$ cat src/hdl/tbt_pkg.sv
// Shared constants and types for the touch baseline tracker.
package tbt_pkg;

  localparam int NUM_PINS_DEF   = 16;
  localparam int SKIP_COUNT_DEF = 16;
  localparam int BASELINE_COUNT = 128;
  localparam int BASELINE_SHIFT = $clog2(BASELINE_COUNT);
  localparam int RAW_BITS       = 14;

  localparam int PIN_W      = 4;
  localparam int RAW_W      = 14;
  localparam int DIFF_W     = 15;
  localparam int MASK_W     = 16;
  localparam int THR_W      = 14;
  localparam int SHIFT_W    = 4;
  localparam int CFG_IDX_W  = 4;
  localparam int CFG_DATA_W = 16;
  localparam int SUM_W      =
    $clog2(BASELINE_COUNT / 2 + BASELINE_COUNT * (2 ** RAW_W - 1) + 1);
  localparam int CALIB_OFFSET = BASELINE_COUNT / 2;

  localparam logic [RAW_W-1:0] RAW_MAX =
    RAW_W'((RAW_BITS >= RAW_W) ? (2 ** RAW_W - 1) : (2 ** RAW_BITS - 1));

  localparam logic [CFG_IDX_W-1:0] REG_PIN_ENABLE  = CFG_IDX_W'(0);
  localparam logic [CFG_IDX_W-1:0] REG_THRESHOLD   = CFG_IDX_W'(1);
  localparam logic [CFG_IDX_W-1:0] REG_ADAPT_LIMIT = CFG_IDX_W'(2);
  localparam logic [CFG_IDX_W-1:0] REG_RATE_SHIFT  = CFG_IDX_W'(3);

  localparam logic [MASK_W-1:0]  PIN_ENABLE_RST  = '0;
  localparam logic [THR_W-1:0]   THRESHOLD_RST   = THR_W'(600);
  localparam logic [THR_W-1:0]   ADAPT_LIMIT_RST = THR_W'(200);
  localparam logic [SHIFT_W-1:0] RATE_SHIFT_RST  = SHIFT_W'(6);

  localparam logic OP_MEASURE = 1'b0;
  localparam logic OP_CALIB   = 1'b1;

  typedef logic [RAW_W-1:0]        raw_t;
  typedef logic signed [DIFF_W-1:0] diff_t;
  typedef logic [SUM_W-1:0]        sum_t;

endpackage

$ cat src/hdl/tbt_in_if.sv
// Input channel: one raw sample or calibration sample per beat.
interface tbt_in_if;
  logic                     valid;
  logic                     ready;
  logic                     operation;
  logic [tbt_pkg::PIN_W-1:0] pin;
  tbt_pkg::raw_t            raw_sum;

  modport source (output valid, operation, pin, raw_sum, input ready);
  modport sink   (input valid, operation, pin, raw_sum, output ready);
endinterface

$ cat src/hdl/tbt_out_if.sv
// Result channel: difference, touch flag, baseline and calibration status per beat.
interface tbt_out_if;
  logic           valid;
  logic           ready;
  tbt_pkg::diff_t difference;
  logic           touched;
  tbt_pkg::raw_t  baseline_now;
  logic           calibrating;

  modport source (output valid, difference, touched, baseline_now, calibrating,
                  input ready);
  modport sink   (input valid, difference, touched, baseline_now, calibrating,
                  output ready);
endinterface

$ cat src/hdl/tbt_cfg_if.sv
// Configuration write channel: register index and data per beat.
interface tbt_cfg_if;
  logic                           valid;
  logic                           ready;
  logic [tbt_pkg::CFG_IDX_W-1:0]  index;
  logic [tbt_pkg::CFG_DATA_W-1:0] data;

  modport source (output valid, index, data, input ready);
  modport sink   (input valid, index, data, output ready);
endinterface

$ cat src/hdl/touch_baseline_tracker_top.sv
// Per-pin capacitive touch baseline tracker with calibration averaging.
// Each accepted input beat gives its result beat in the next cycle.
// Throughput: one beat per cycle unless stalled; the per-pin register file is read
// and written in the accept cycle and the result register decouples the output.
// Reset: baselines and counters clear, sums load the rounding offset and
// the configuration registers take their defaults.
module touch_baseline_tracker_top #(
  parameter int NUM_PINS   = tbt_pkg::NUM_PINS_DEF,
  parameter int SKIP_COUNT = tbt_pkg::SKIP_COUNT_DEF
) (
  input  logic       clk,
  input  logic       rst_n,
  tbt_in_if.sink     in_ch,
  tbt_out_if.source  out_ch,
  tbt_cfg_if.sink    cfg_ch
);

  localparam int CALIB_TOTAL = SKIP_COUNT + tbt_pkg::BASELINE_COUNT;
  localparam int CNT_W       = $clog2(CALIB_TOTAL + 1);
  localparam int PIX_W       = (NUM_PINS > 1) ? $clog2(NUM_PINS) : 1;
  localparam int AVG_W       = tbt_pkg::SUM_W - tbt_pkg::BASELINE_SHIFT;

  logic [tbt_pkg::MASK_W-1:0]  pin_enable_r;
  logic [tbt_pkg::THR_W-1:0]   threshold_r;
  logic [tbt_pkg::THR_W-1:0]   adapt_limit_r;
  logic [tbt_pkg::SHIFT_W-1:0] rate_shift_r;

  tbt_pkg::raw_t base_r [NUM_PINS];
  logic [CNT_W-1:0] cnt_r [NUM_PINS];
  tbt_pkg::sum_t sum_r [NUM_PINS];

  logic          out_valid_r;
  tbt_pkg::diff_t diff_r;
  logic          touched_r;
  tbt_pkg::raw_t baseline_r;
  logic          calibrating_r;

  logic             in_acc;
  logic             pin_ok;
  logic [PIX_W-1:0] idx;
  tbt_pkg::raw_t    base_cur;
  logic [CNT_W-1:0] cnt_cur;
  tbt_pkg::sum_t    sum_cur;
  tbt_pkg::raw_t    raw_sat;
  tbt_pkg::raw_t    raw_eff;
  tbt_pkg::diff_t   diff;
  tbt_pkg::diff_t   diff_neg;
  logic signed [tbt_pkg::DIFF_W:0] diff_ext;
  logic             neg;
  logic             touch_m;
  logic             adapt;
  tbt_pkg::raw_t    mag;
  logic [tbt_pkg::SHIFT_W:0] shamt;
  tbt_pkg::raw_t    step;
  logic signed [tbt_pkg::RAW_W+1:0] adj;
  tbt_pkg::raw_t    adj_sat;
  logic             restart;
  logic [CNT_W-1:0] cnt0;
  logic [CNT_W-1:0] cnt_nxt;
  tbt_pkg::sum_t    sum0;
  tbt_pkg::sum_t    sum_nxt;
  logic             done;
  logic [AVG_W-1:0] avg;
  tbt_pkg::raw_t    avg_sat;
  tbt_pkg::raw_t    base_nxt;
  tbt_pkg::diff_t   diff_nxt;
  logic             touched_nxt;
  logic             calibrating_nxt;

  assign in_acc       = in_ch.valid && in_ch.ready;
  assign in_ch.ready  = rst_n && (!out_valid_r || out_ch.ready);
  assign cfg_ch.ready = rst_n;

  assign pin_ok   = {1'b0, in_ch.pin} < (tbt_pkg::PIN_W + 1)'(NUM_PINS);
  assign idx      = pin_ok ? in_ch.pin[PIX_W-1:0] : '0;
  assign base_cur = base_r[idx];
  assign cnt_cur  = cnt_r[idx];
  assign sum_cur  = sum_r[idx];

  assign raw_sat = (in_ch.raw_sum > tbt_pkg::RAW_MAX) ? tbt_pkg::RAW_MAX : in_ch.raw_sum;
  assign raw_eff = pin_enable_r[in_ch.pin] ? raw_sat : '0;

  // measurement path
  assign diff     = $signed({1'b0, raw_eff}) - $signed({1'b0, base_cur});
  assign diff_neg = -diff;
  assign diff_ext = {diff[tbt_pkg::DIFF_W-1], diff};
  assign neg      = diff[tbt_pkg::DIFF_W-1];
  assign touch_m  = diff_ext > $signed({2'b00, threshold_r});
  assign adapt    = diff_ext < $signed({2'b00, adapt_limit_r});
  assign mag      = neg ? diff_neg[tbt_pkg::RAW_W-1:0] : diff[tbt_pkg::RAW_W-1:0];
  assign shamt    = neg ? {1'b0, rate_shift_r} : ({1'b0, rate_shift_r} + 1'b1);
  assign step     = mag >> shamt;
  assign adj      = neg ? ($signed({2'b00, base_cur}) - $signed({2'b00, step}))
                        : ($signed({2'b00, base_cur}) + $signed({2'b00, step}));
  assign adj_sat  = adj[tbt_pkg::RAW_W+1] ? '0 :
                    (adj > $signed({2'b00, tbt_pkg::RAW_MAX})) ? tbt_pkg::RAW_MAX
                                                               : adj[tbt_pkg::RAW_W-1:0];

  // calibration path
  assign restart = cnt_cur >= CNT_W'(CALIB_TOTAL);
  assign cnt0    = restart ? '0 : cnt_cur;
  assign sum0    = restart ? tbt_pkg::SUM_W'(tbt_pkg::CALIB_OFFSET) : sum_cur;
  assign sum_nxt = (cnt0 >= CNT_W'(SKIP_COUNT)) ? (sum0 + tbt_pkg::SUM_W'(raw_eff)) : sum0;
  assign cnt_nxt = cnt0 + 1'b1;
  assign done    = cnt_nxt == CNT_W'(CALIB_TOTAL);
  assign avg     = sum_nxt[tbt_pkg::SUM_W-1:tbt_pkg::BASELINE_SHIFT];
  assign avg_sat = (avg > AVG_W'(tbt_pkg::RAW_MAX)) ? tbt_pkg::RAW_MAX
                                                   : avg[tbt_pkg::RAW_W-1:0];

  always_comb begin
    base_nxt        = base_cur;
    diff_nxt        = '0;
    touched_nxt     = 1'b0;
    calibrating_nxt = cnt_cur < CNT_W'(CALIB_TOTAL);
    if (in_ch.operation == tbt_pkg::OP_MEASURE) begin
      diff_nxt    = diff;
      touched_nxt = touch_m;
      if (adapt) begin
        base_nxt = adj_sat;
      end
    end else begin
      calibrating_nxt = cnt_nxt < CNT_W'(CALIB_TOTAL);
      if (done) begin
        base_nxt = avg_sat;
      end
    end
  end

  always_ff @(posedge clk) begin
    if (!rst_n) begin
      pin_enable_r  <= tbt_pkg::PIN_ENABLE_RST;
      threshold_r   <= tbt_pkg::THRESHOLD_RST;
      adapt_limit_r <= tbt_pkg::ADAPT_LIMIT_RST;
      rate_shift_r  <= tbt_pkg::RATE_SHIFT_RST;
    end else if (cfg_ch.valid && cfg_ch.ready) begin
      case (cfg_ch.index)
        tbt_pkg::REG_PIN_ENABLE:  pin_enable_r  <= cfg_ch.data[tbt_pkg::MASK_W-1:0];
        tbt_pkg::REG_THRESHOLD:   threshold_r   <= cfg_ch.data[tbt_pkg::THR_W-1:0];
        tbt_pkg::REG_ADAPT_LIMIT: adapt_limit_r <= cfg_ch.data[tbt_pkg::THR_W-1:0];
        tbt_pkg::REG_RATE_SHIFT:  rate_shift_r  <= cfg_ch.data[tbt_pkg::SHIFT_W-1:0];
        default: ;
      endcase
    end
  end

  always_ff @(posedge clk) begin
    if (!rst_n) begin
      for (int i = 0; i < NUM_PINS; i++) begin
        base_r[i] <= '0;
        cnt_r[i]  <= '0;
        sum_r[i]  <= tbt_pkg::SUM_W'(tbt_pkg::CALIB_OFFSET);
      end
    end else if (in_acc && pin_ok) begin
      base_r[idx] <= base_nxt;
      if (in_ch.operation == tbt_pkg::OP_CALIB) begin
        cnt_r[idx] <= cnt_nxt;
        sum_r[idx] <= sum_nxt;
      end
    end
  end

  always_ff @(posedge clk) begin
    if (!rst_n) begin
      out_valid_r <= 1'b0;
    end else if (in_acc) begin
      out_valid_r <= 1'b1;
    end else if (out_ch.ready) begin
      out_valid_r <= 1'b0;
    end
  end

  always_ff @(posedge clk) begin
    if (in_acc) begin
      diff_r        <= pin_ok ? diff_nxt : '0;
      touched_r     <= pin_ok && touched_nxt;
      baseline_r    <= pin_ok ? base_nxt : '0;
      calibrating_r <= pin_ok && calibrating_nxt;
    end
  end

  assign out_ch.valid        = out_valid_r;
  assign out_ch.difference   = diff_r;
  assign out_ch.touched      = touched_r;
  assign out_ch.baseline_now = baseline_r;
  assign out_ch.calibrating  = calibrating_r;

endmodule

$ cat src/flat_wrapper.sv
// flat-port wrapper written by rule: the top's interface ports become plain ports
module touch_baseline_tracker_top_flat 
#(
  parameter int NUM_PINS   = tbt_pkg::NUM_PINS_DEF,
  parameter int SKIP_COUNT = tbt_pkg::SKIP_COUNT_DEF
)
  (clk, rst_n, in_ch_valid, in_ch_operation, in_ch_pin, in_ch_raw_sum, in_ch_ready, out_ch_valid, out_ch_difference, out_ch_touched, out_ch_baseline_now, out_ch_calibrating, out_ch_ready, cfg_ch_valid, cfg_ch_index, cfg_ch_data, cfg_ch_ready);
  tbt_in_if in_ch_i ();
  tbt_out_if out_ch_i ();
  tbt_cfg_if cfg_ch_i ();
  input  logic clk;
  input  logic rst_n;
  input wire logic [$bits(in_ch_i.valid)-1:0] in_ch_valid;
  input wire logic [$bits(in_ch_i.operation)-1:0] in_ch_operation;
  input wire logic [$bits(in_ch_i.pin)-1:0] in_ch_pin;
  input wire logic [$bits(in_ch_i.raw_sum)-1:0] in_ch_raw_sum;
  output wire logic [$bits(in_ch_i.ready)-1:0] in_ch_ready;
  output wire logic [$bits(out_ch_i.valid)-1:0] out_ch_valid;
  output wire logic [$bits(out_ch_i.difference)-1:0] out_ch_difference;
  output wire logic [$bits(out_ch_i.touched)-1:0] out_ch_touched;
  output wire logic [$bits(out_ch_i.baseline_now)-1:0] out_ch_baseline_now;
  output wire logic [$bits(out_ch_i.calibrating)-1:0] out_ch_calibrating;
  input wire logic [$bits(out_ch_i.ready)-1:0] out_ch_ready;
  input wire logic [$bits(cfg_ch_i.valid)-1:0] cfg_ch_valid;
  input wire logic [$bits(cfg_ch_i.index)-1:0] cfg_ch_index;
  input wire logic [$bits(cfg_ch_i.data)-1:0] cfg_ch_data;
  output wire logic [$bits(cfg_ch_i.ready)-1:0] cfg_ch_ready;
  assign in_ch_i.valid = in_ch_valid;
  assign in_ch_i.operation = in_ch_operation;
  assign in_ch_i.pin = in_ch_pin;
  assign in_ch_i.raw_sum = in_ch_raw_sum;
  assign in_ch_ready = in_ch_i.ready;
  assign out_ch_valid = out_ch_i.valid;
  assign out_ch_difference = out_ch_i.difference;
  assign out_ch_touched = out_ch_i.touched;
  assign out_ch_baseline_now = out_ch_i.baseline_now;
  assign out_ch_calibrating = out_ch_i.calibrating;
  assign out_ch_i.ready = out_ch_ready;
  assign cfg_ch_i.valid = cfg_ch_valid;
  assign cfg_ch_i.index = cfg_ch_index;
  assign cfg_ch_i.data = cfg_ch_data;
  assign cfg_ch_ready = cfg_ch_i.ready;
  touch_baseline_tracker_top #(.NUM_PINS(NUM_PINS), .SKIP_COUNT(SKIP_COUNT)) u_core (.clk(clk), .rst_n(rst_n), .in_ch(in_ch_i), .out_ch(out_ch_i), .cfg_ch(cfg_ch_i));
endmodule
$ cat config.mk
export PLATFORM = sky130hd
export DESIGN_NAME = touch_baseline_tracker_top_flat
export DESIGN_NICKNAME = d
export VERILOG_FILES = /design/src/hdl/tbt_pkg.sv /design/src/hdl/tbt_in_if.sv /design/src/hdl/tbt_out_if.sv /design/src/hdl/tbt_cfg_if.sv /design/src/hdl/touch_baseline_tracker_top.sv /design/src/flat_wrapper.sv
export SDC_FILE = /design/constraint.sdc
export NUM_CORES = 1
export LEC_CHECK = 0
export BUFFER_PORTS_ARGS = -buffer_cell sky130_fd_sc_hd__buf_2
export CORE_ASPECT_RATIO = 0.7
export CORE_UTILIZATION = 57
export DETAILED_ROUTE_END_ITERATION = 8
export PLACE_DENSITY = 0.76
export SLEW_MARGIN = 5
export SYNTH_ARGS = -nofsm -noshare
export SYNTH_HDL_FRONTEND = slang
export SYNTH_SLANG_ARGS = --single-unit
$ cat constraint.sdc
create_clock -name clk -period 11.4 [get_ports clk]
set_clock_uncertainty 0.15 [all_clocks]
set_input_delay 1.71 -clock clk [delete_from_list [all_inputs] [get_ports clk]]
set_output_delay 1.71 -clock clk [all_outputs]
set_load 0.01 [all_outputs]
=== After elaboration in Yosys (flattened, before gate mapping) ===
Memories as Yosys holds them, arrays and structs flattened.
Index checks and enable logic that the tools add are counted.

* Flip-flop bits (word level): 80
* RAM bits: 688
* Memories: 3
* Output and inout bits: 34

* Shift-type cells: 1
* Add/subtract/negate cells: 7
* Reductions and logical operators: 14
* Muxes and demuxes: 36
* Order comparisons: 10
* Equality and inequality tests: 4

{| class="wikitable"
|+ Memories
! memory !! depth !! bits a word !! read ports !! clocked after Yosys merged registers in !! write ports !! line !! RTL
|-
| u_core.sum_r || 16 || 21 || 1 || 0 || 16 || touch_baseline_tracker_top.sv:30 || <nowiki>tbt_pkg::sum_t sum_r [NUM_PINS];</nowiki>
|-
| u_core.base_r || 16 || 14 || 1 || 0 || 16 || touch_baseline_tracker_top.sv:28 || <nowiki>tbt_pkg::raw_t base_r [NUM_PINS];</nowiki>
|-
| u_core.cnt_r || 16 || 8 || 1 || 0 || 16 || touch_baseline_tracker_top.sv:29 || <nowiki>logic [CNT_W-1:0] cnt_r [NUM_PINS];</nowiki>
|}

{| class="wikitable"
|+ Operator list
! kind !! number
|-
| $mux 14 || 10
|-
| $mux 21 || 3
|-
| $sub 14x14->15 || 2
|-
| $gt 14x14->1 const B || 2
|-
| $add 21x14->21 || 1
|-
| $reduce_or 21->1 || 1
|-
| $gt 16x15->1 const B || 1
|-
| $lt 8x8->1 const B || 2
|-
| $mux 16 || 1
|-
| $mux 8 || 2
|-
| $add 14x14->15 || 1
|-
| $gt 15x15->1 || 1
|-
| $lt 15x15->1 || 1
|-
| $mux 1 || 15
|-
| $neg 14->14 || 1
|-
| $reduce_or 14->1 || 1
|-
| $shr 14x5->14 || 1
|-
| $mux 4 || 3
|-
| $add 8x1->8 const B || 1
|-
| $eq 4x2->1 const B || 2
|-
| $eq 8x8->1 const B || 1
|-
| $ge 8x5->1 const B || 1
|-
| $ge 8x8->1 const B || 1
|-
| $reduce_and 2->1 || 4
|-
| 11 further kinds || 13
|}

=== Logic depth before layout (Yosys ltp) ===
* Depth after elaboration: 15
* Gate-level depth with buffers: 48
* Depth with buffers taken out: 36

=== Least setup slack after synthesis ===
Ideal clock, no wire load.

* Kind: input-to-reg
* Start: in in_ch_pin[0]
* End: mem u_core.base_r[15][3] (netlist name) (data pin)
* Required time: 11.105 ns
* Slack: -0.801 ns
* Stages on the path: 44
* Arrival time: 11.906 ns
* Cells stage by stage: buf_6 > buf_6 > buf_6 > buf_4 > buf_4 > buf_6 > buf_4 > buf_4 > buf_2 > mux4_2 > mux4_2 > inv_1 > ha_1 > clkbuf_1 > a21o_1 > a2111oi_0 > a211oi_4 > o21ai_1 > (+8 left out) > inv_1 > fa_1 > o21ba_2 > o21ai_0 > a21oi_1 > o31ai_1 > a211o_1 > a2111oi_0 > o41ai_1 > clkbuf_1 > clkbuf_1 > o22ai_1 > o21ai_0 > nand3_1 > o311a_1 > buf_2 > buf_2 > nor2_1

{| class="wikitable"
|+ RTL lines
! element !! line !! RTL
|-
| start, declared || flat_wrapper.sv:15 || <nowiki>input wire logic [$bits(in_ch_i.pin)-1:0] in_ch_pin;</nowiki>
|-
| end, declared || touch_baseline_tracker_top.sv:28 ||
|}

==> summary.txt <==
Outcome
  – Status: finished, final reports clean

Logic synthesis
  – Post-synth top cells: 751 x nor2_1, 719 x edfxtp_1, 210 x mux4_2, 200 x nand2_1, 156 x clkbuf_1
  – Ys async rst share: 0
  – Yosys warnings: 0
  – Register area share after synthesis: 0.583
  – Synth Flop Type: edfxtp_1
  – Synthesized Nets: 3219
  – Largest area contributor in the netlist: edfxtp_1
  – Count leader, synth: nor2_1
  – Yosys reg bits: 768
  – Post-synth EDFFs: 719
  – Top cells by area, synth: edfxtp_1 56%, mux4_2 12%, nor2_1 7.3%
  – Mapped Area: 38700 um^2
  – Post-Syn Instances: between 3000 and 4000
  – Post-synth cell types: 100
  – Post-Syn Area per Cell: 12.5 um^2
  – Share of the synthesized area in the top cell type: 0.558

Clock network
  – Bufs on Longest Clock Path: 3
  – Setup repair bufs after CTS: 0
  – Skew-Pair Late Insertion Delay: approximately 650 ps
  – CTS H-tree lvls: 3
  – TritonCTS clock tree: yes
  – Reg clk slew, reported paths: 70 ps
  – CTS Buf Count: 73
  – Clk sinks: 768
  – Root Driver: clkbuf_16

Setup path
  – Crit path launch type: input pin
  – Critical path's largest stage delay: 580 ps
  – Critical path class: input pin to flop
  – Crit path arrival time: around 11000 ps
  – Slowest CP cell: a32o_1
  – Crit path required time: 11690 ps
  – Worst Setup End Kind: flop
  – Crit-path most repeated cell: buf_4
  – Critical Path Start: in_ch_pin[0]
  – CP Max Fanout: 40
  – R2r startpoint: u_core.pin_enable_r[8]$_SDFFE_PN0P_

STA
  – Count of final setup violators: 0
  – Unrepaired setup endpoints after global routing: no
  – Final Cycle Share: 0.936
  – Fmax: 93.7 MHz
  – Sum Neg Setup Slack: 0 ps
  – Slew @ Worst Pin: 1290 ps
  – Max-slew violations: 0
  – Slew headroom: 0.141
  – Hold Fails Final Rpt: 0
  – Tmin final: 10670 ps

Die
  – Std-Cell Rows: between 70 and 80
  – Chip height: 220 um
  – CORE AREA: around 67000 um^2
  – DIE AREA: 69000 um^2
  – Initial Utilization: 0.579
  – Ports: 78
  – Die W: 313 um

Global route
  – All-Layer GR Usage: 0.332
  – Initial antenna violation count: 6
  – Largest net degree at the start of global routing: 84
  – Total grt overflow: 0
  – First-pass GRT wire length: 167 mm
  – Vias in the first global route: 26400

Routing
  – First-pass DRT Iterations: 8
  – Final ANT Viol Nets: 0
  – Via density: roughly 6.7
  – DRC Markers: 0
  – WL/cell: 27.8 um
  – DR vias: about 27000
  – Final WL: ~110 mm
  – Initial DRC count: roughly 4600

Final layout
  – Final Net Count: 3262
  – Synth-to-Final Area Change: 9.84%
  – Share of cells above drive strength 1: 0.184
  – Cell area after layout: 42500 um^2

Job
  – Max-Cap Viols: 0

Power
  – Leak pwr: 15.7 nW
  – Total Power Consumption: 7.28 mW
  – Power Density: 171 nW/um^2
  – VDD IR max: 0.117 mV

Min path
  – Hold Path Class: flop to flop
  – HP Start: u_core.threshold_r[1]$_SDFFE_PN0P_

Placement
  – Area after DPL: 40200 um^2
  – GP Congestion: 0.972
  – IO buf count: 77
  – Hpwl dp: 72.7 mm
## where the power goes
part	total (mW)	switching, mW	internal (mW)
Combinational	1.68	1.11	0.567
Sequential	3.22	0.0319	3.19
Clock	2.38	1.07	1.31
Total	7.28	2.21	5.06
## worst paths after layout
check        slack (ps)  cells past startpoint                            endpoint
max reg2reg        1840                     39  u_core.base_r[11][8]$_SDFFCE_PN0P_
max                 730                     40  u_core.base_r[11][8]$_SDFFCE_PN0P_
min                 330                      2  u_core.threshold_r[1]$_SDFFE_PN0P_
min reg2reg         330                      2  u_core.threshold_r[1]$_SDFFE_PN0P_
## registers in the layout, summed over array words and instances (netlist names)
| register | flops |
|---|---|
| u_core.sum_r | 336 |
| u_core.base_r | 224 |
| u_core.cnt_r | 128 |
| u_core.pin_enable_r | 16 |
| u_core.out_ch.difference | 15 |
| u_core.adapt_limit_r | 14 |
| u_core.out_ch.baseline_now | 14 |
| u_core.threshold_r | 14 |
| u_core.rate_shift_r | 4 |
| u_core.out_ch.calibrating | 1 |
| u_core.out_ch.touched | 1 |
| u_core.out_ch.valid | 1 |
## metal layers
layer / wire (um) / vias to the layer above / GRT usage
met5: 0 / - / 0
met4: 3430 / 0 / 0.110
met3: 17400 / 268 / 0.101
met2: 48300 / 2165 / 0.476
met1: 44200 / 13400 / 0.483
li1: - / 11400 / -
## worst max-delay path, delay by kind of cell
family | cells | cell delay, ps
muxes | 3 | 1080
buffers and inverters | 8 | 1630
adders and majority gates | 3 | 950
AOI/OAI and AO/OA | 22 | 5100
and+or+nand+nor | 4 | 470
## through the flow
stage | setup WS (ps) | cells | util | hold slack, ps
after floorplan | 33.1 | 3090 | - | 291
after global placement | 509 | 3949 | 0.602 | 299
after detailed placement | 267 | 3949 | 0.602 | 319
after CTS | 763 | 4079 | 0.636 | 329
after global routing | 142 | 4079 | 0.636 | 351
final | 731 | 4084 | 0.636 | 327
## layout by cell type, fill, tap and decap left out, types with 28 or more instances in the layout
cell       synthesis  routed
nor2_1           751     751
edfxtp_1         719     719
mux4_2           210     210
nand2_1          200     199
buf_4             13     118
inv_1            105     104
ha_1              83      83
clkbuf_16          0      74
a21oi_1           75      73
buf_2             37      73
o21ai_0           71      71
nand3_1           52      51
dfxtp_1           49      49
mux2i_1           44      43
and2_1            41      41
nor2b_1           33      33
a21boi_0          30      30
a21o_1            28      28
## repair_timing
item | 4_1_cts | 5_1_grt
hold buffers | 0 | 0
gates resized for setup | 0 | 1
setup endpoints to repair | 0 | 1
## final cells by class
| type | instances | area (um^2) |
|---|---|---|
| Fill cell | 4950 | 24300 |
| Sequential cell | 768 | 22600 |
| Multi-Input combinational cell | 1984 | 14800 |
| Clock buffer | 85 | 1890 |
| Timing Repair Buffer | 197 | 1360 |
| Tap cell | 891 | 1110 |
| Inverter | 109 | 414 |
| Clock inverter | 45 | 365 |
| Antenna cell | 5 | 12.5 |
## logic make-up after synthesis
group | Yosys count | share of synthesized area
and+or+nand+nor | 1207 | 0.133
adders and majority gates | 86 | 0.0282
xor gates and xnor gates | 34 | 0.00770
AOI/OAI and AO/OA | 392 | 0.0730
muxes | 265 | 0.137
buffers and inverters | 338 | 0.0373
DFF | 768 | 0.583
No activity file was read; power rests on OpenSTA's default activity.
